<file path="config.mk">
export PLATFORM = sky130hd
export DESIGN_NAME = ptfi_front
export DESIGN_NICKNAME = d
export VERILOG_FILES = /design/src/rtl/ptfi_pkg.sv /design/src/rtl/ptfi_front.sv
export SDC_FILE = /design/constraint.sdc
export NUM_CORES = 1
export LEC_CHECK = 0
export ABC_CLOCK_PERIOD_IN_PS = 21500
export BUFFER_PORTS_ARGS = -buffer_cell sky130_fd_sc_hd__clkbuf_2
export CAP_MARGIN = 20
export CELL_PAD_IN_SITES_DETAIL_PLACEMENT = 2
export CELL_PAD_IN_SITES_GLOBAL_PLACEMENT = 2
export CORE_MARGIN = 1
export CORE_UTILIZATION = 40
export DETAILED_ROUTE_END_ITERATION = 8
export GPL_ROUTABILITY_DRIVEN = 1
export PLACE_DENSITY_LB_ADDON = 0.15
export SLEW_MARGIN = 20
export SYNTH_ARGS = -nofsm -noshare
export SYNTH_HDL_FRONTEND = slang
export SYNTH_SLANG_ARGS = --single-unit
</file>
<file path="constraint.sdc">
create_clock -name clk -period 21.5 [get_ports clk]
set_input_delay 4.3 -clock clk [delete_from_list [all_inputs] [get_ports clk]]
set_output_delay 4.3 -clock clk [all_outputs]
set_load 0.1 [all_outputs]
</file>
<file path="src/rtl/ptfi_pkg.sv">
// shared types and constants for the plane table find-or-insert core
package ptfi_pkg;

  localparam int unsigned DefaultDepth = 512;
  localparam int unsigned IndexWidth   = 9;
  localparam int unsigned KeyWidth     = 109;
  localparam int unsigned EntryWidth   = KeyWidth + 16;
  localparam int unsigned InDataWidth  = 128;
  localparam int unsigned OutDataWidth = 16;
  localparam int unsigned CfgIdxWidth  = 1;
  localparam int unsigned CfgDataWidth = 28;

  localparam logic CMD_FIND  = 1'b0;
  localparam logic CMD_CLEAR = 1'b1;

  localparam logic [CfgIdxWidth-1:0] REG_SKY_PICTURE      = 1'd0;
  localparam logic [CfgIdxWidth-1:0] REG_DEFAULT_COLORMAP = 1'd1;

  // key fields after sky substitution
  typedef struct packed {
    logic [31:0] height;
    logic [27:0] picture;
    logic [7:0]  light;
    logic [15:0] colormap;
    logic [15:0] fog;
    logic        is_3d;
    logic [7:0]  style;
  } key_t;

  // item handed from front to back
  typedef struct packed {
    logic        clear;
    key_t        key;
    logic [15:0] render_table;
  } item_t;

  typedef struct packed {
    logic [IndexWidth-1:0] plane_index;
    logic                  inserted;
    logic                  table_full;
  } result_t;

endpackage

</file>
<file path="src/rtl/ptfi_front.sv">
// input stage: unpacks a beat, applies sky substitution, feeds the queue
module ptfi_front import ptfi_pkg::*; #(
  parameter int unsigned QueueDepth = 2
) (
  input  logic                    clk,
  input  logic                    rst,
  input  logic                    cfg_we,
  input  logic [CfgIdxWidth-1:0]  cfg_index,
  input  logic [CfgDataWidth-1:0] cfg_data,
  input  logic                    in_valid,
  output logic                    in_ready,
  input  logic [InDataWidth-1:0]  in_data,
  input  logic                    in_user,
  output logic                    q_valid,
  input  logic                    q_pop,
  output item_t                   q_item
);

  localparam int unsigned PtrW = $clog2(QueueDepth);

  logic [27:0] sky_picture;
  logic [15:0] default_colormap;
  item_t       slots [QueueDepth];
  logic [PtrW-1:0] wr_ptr, rd_ptr;
  logic [PtrW:0]   fill;
  item_t       item;
  logic        push;

  always_ff @(posedge clk) begin
    if (rst) begin
      sky_picture      <= '0;
      default_colormap <= '0;
    end else if (cfg_we) begin
      unique case (cfg_index)
        REG_SKY_PICTURE:      sky_picture      <= cfg_data[27:0];
        REG_DEFAULT_COLORMAP: default_colormap <= cfg_data[15:0];
        default: ;
      endcase
    end
  end

  always_comb begin
    item.clear           = in_user;
    item.key.height      = in_data[31:0];
    item.key.picture     = in_data[59:32];
    item.key.light       = in_data[67:60];
    item.key.colormap    = in_data[83:68];
    item.key.fog         = in_data[99:84];
    item.key.is_3d       = in_data[100];
    item.key.style       = in_data[108:101];
    item.render_table    = in_data[124:109];
    if (in_data[59:32] == sky_picture) begin
      item.key.height   = '0;
      item.key.light    = '0;
      item.key.colormap = default_colormap;
    end
  end

  assign in_ready = (fill != (PtrW+1)'(QueueDepth));
  assign push     = in_valid && in_ready;
  assign q_valid  = (fill != '0);
  assign q_item   = slots[rd_ptr];

  always_ff @(posedge clk) begin
    if (push) begin
      slots[wr_ptr] <= item;
    end
  end

  always_ff @(posedge clk) begin
    if (rst) begin
      wr_ptr <= '0;
      rd_ptr <= '0;
      fill   <= '0;
    end else begin
      if (push) begin
        wr_ptr <= (wr_ptr == PtrW'(QueueDepth-1)) ? '0 : wr_ptr + 1'b1;
      end
      if (q_pop) begin
        rd_ptr <= (rd_ptr == PtrW'(QueueDepth-1)) ? '0 : rd_ptr + 1'b1;
      end
      fill <= fill + (PtrW+1)'(push) - (PtrW+1)'(q_pop);
    end
  end

endmodule

</file>
==> metrics.txt <==
outcome finished, final reports clean; startpoint of the lowest-slack register-to-register path fill[0]; worst IR drop on VDD 0.000110 V; reported leakage power around 5.5 nW; CTS clk-pin slew, worst paths 50 ps; Synth Register Bits ~300; final hold viol count 0; Post-route DRC 0; Worst Skew approximately 8.3 ps; Achievable Freq around 0.13 GHz; crit start category flip-flop; hold buffers post-CTS 0; Layout Nets between 1000 and 1500; pin count of the biggest net entering global routing 76; arrival time reported for the critical path endpoint 3200 ps; area of the mapped netlist about 0.012 sq mm; Final Setup Violations 0; worst hold path type reg -> reg; worst-path fanout max 75; aggregate routed wire length about 31000 microns; Core Rows 62; Overall Power around 0.0019 W; start-to-end type of the worst setup path reg -> out; clock latency on the worst-skew pair between 400 and 500 ps; initial core utilization slightly above 40%; placer congestion estimate approximately 0.7; vias after detailed routing ~6900; Primary FF master, synth sky130_fd_sc_hd__edfxtp_1; number of top-level pins between 200 and 300; layout filler cell count 2704; post-synthesis sequential area ratio around three quarters; dpl hpwl ~21000 microns; number of pins exceeding their max-slew limit in the final report 0; power density relative to cell area about 130 mW/mm^2; antenna viol nets, final 0; share of post-route cells with drive strength above 1 47.2%; fraction of registers with async set or reset after synthesis 0%; Req. time, crit path around 17000 ps; area growth from synthesis to final layout 24.8%; Post-Synthesis Mean Instance Area ~16 sq um; main combinational cell family by area after synthesis multiplexers; horizontal extent of the die approximately 170 microns; post-cts repair resize count 0; fin crit period approximately 7500 ps; ratio of routed vias to standard cells ~4.9; core area 0.0286 sq mm; 1st-iter DRT viols 272; global route overflow 0; Post-Synthesis Net Count between 800 and 900; relative slew slack approximately 30%; clock buffer count from CTS 35; input/output buffers ~290; arithmetic-cell share of the synthesized area counting full adders, half adders and majority gates 0.215%; transition at the pin with the smallest max-transition slack roughly 1100 ps; clock tree from TritonCTS yes; xor/xnor cell area share of the yosys netlist approximately 2.4%; maximum root-to-sink buffer count 3; Hold Startpoint default_colormap[12]; Post-Syn Instances 707; Post-synth top cells sky130_fd_sc_hd__edfxtp_1, sky130_fd_sc_hd__mux2_2, sky130_fd_sc_hd__nand2_1; Compound-Gate Fraction of Synth Area under 10%; number of antenna violations at the first check in global routing 6; number of search-and-repair iterations in the first detailed-routing pass 4; deepest level of the CTS H-tree 2; buffer cell driving the clock tree root sky130_fd_sc_hd__clkbuf_16; count of maximum capacitance violations 0; post-synthesis share of cell area spent on and, or, nand and nor gates slightly above 6%; biggest area consumer among synthesized cells sky130_fd_sc_hd__edfxtp_1; die height roughly 170 microns; Setup Buffers After CTS 0; RSZ-0062 raised after global routing no; global-route wire length before repair roughly 46000 microns; mux share of post-synthesis cell area between 10% and 20%; routed wire length per instance around 22 microns; largest cells by area after synthesis sky130_fd_sc_hd__edfxtp_1, sky130_fd_sc_hd__mux2_2, sky130_fd_sc_hd__dfxtp_1; most instantiated library cell after synthesis sky130_fd_sc_hd__edfxtp_1; Post-synth EDFFs 252; die area 0.0297 sq mm; Final TNS setup 0 ps; via count of the first global-routing pass 7628; number of warnings issued by yosys 0; Sinks on Clock Net approximately 300; count of different cell masters after synthesis 22; share of the clock period used by the worst path after layout 34.9%; GRT Resource Usage Total a little over a fifth; Crit. End Element primary output; Synth top area share 65.1%
==> sequential cells by signal, indices dropped and copies added (netlist names), named ones only <==
| register | cells |
|---|---|
| rd_ptr | 1 |
| wr_ptr | 1 |
| sky_picture | 28 |
| fill | 2 |
| slots | 252 |
| default_colormap | 16 |
==> cells by family after synthesis <==
logic type / after synthesis
compound gates: 44
xor+xnor: 32
fa+ha+maj: 2
buf+inv: 35
flops: 301
mux: 142
simple gates: 151
==> through the flow <==
step / setup slack (ps) / hold WS [ps] / area (sq um) / utilization [%] / cells
after floorplan: 11200 / 436 / 11600 / - / 707
after global placement: 14460 / 447 / 13400 / 46.9 / 1351
after detailed placement: 14470 / 457 / 13400 / 46.9 / 1351
after CTS: 13940 / 471 / 14500 / 50.7 / 1414
after global routing: 13840 / 487 / 14500 / 50.7 / 1414
final: 14000 / 464 / 14500 / 50.7 / 1417
==> metal layers <==
metal,vias up,track usage [%],routed length [microns]
met5,-,0,43
met4,6,4.46,407
met3,40,7.78,2810
met2,213,39.3,16700
met1,3495,22.1,11400
li1,3191,-,-
==> layout make-up <==
class / instances / area (sq um) / area share, %
multi-input cells: 371 / 2910 / 20.0
repair buffers: 294 / 1490 / 10.3
inverters: 1 / 3.75 / 0.0259
clock buffers: 54 / 1030 / 7.10
clock inverters: 9 / 38.8 / 0.267
well taps: 384 / 480 / 3.31
flip-flops and latches: 301 / 8550 / 58.9
diodes: 3 / 7.51 / 0.0517
==> worst paths after layout <==
check,endpoint,slack [ps],cells after the start
setup reg to reg,slots[0][61],18640,5
setup / recovery,q_item[55],14000,3
hold / removal,default_colormap[12],460,2
hold reg to reg,default_colormap[12],460,2
==> placed cells by master, fill, tap and decap left out, types with 14 or more instances in the layout <==
cell                          n
sky130_fd_sc_hd__clkbuf_2   286
sky130_fd_sc_hd__edfxtp_1   252
sky130_fd_sc_hd__mux2_2     126
sky130_fd_sc_hd__nand2_1     90
sky130_fd_sc_hd__dfxtp_1     48
sky130_fd_sc_hd__a21oi_1     44
sky130_fd_sc_hd__and2_1      41
sky130_fd_sc_hd__clkbuf_16   37
sky130_fd_sc_hd__xnor2_1     18
sky130_fd_sc_hd__mux2_4      16
sky130_fd_sc_hd__xor2_1      14
==> worst max-delay path, cell delays in order (launching register included) <==
cell,delay (ps)
sky130_fd_sc_hd__dfxtp_4,840
sky130_fd_sc_hd__buf_4,890
sky130_fd_sc_hd__mux2_2,430
sky130_fd_sc_hd__clkbuf_2,390
==> where the power goes <==
part           internal [W]  switching, W  total [W]
Combinational     0.0000963      0.000475   0.000572
Clock              0.000329      0.000223   0.000551
Sequential         0.000729     0.0000272   0.000756
Note: power is estimated with default switching activity, not from simulation.
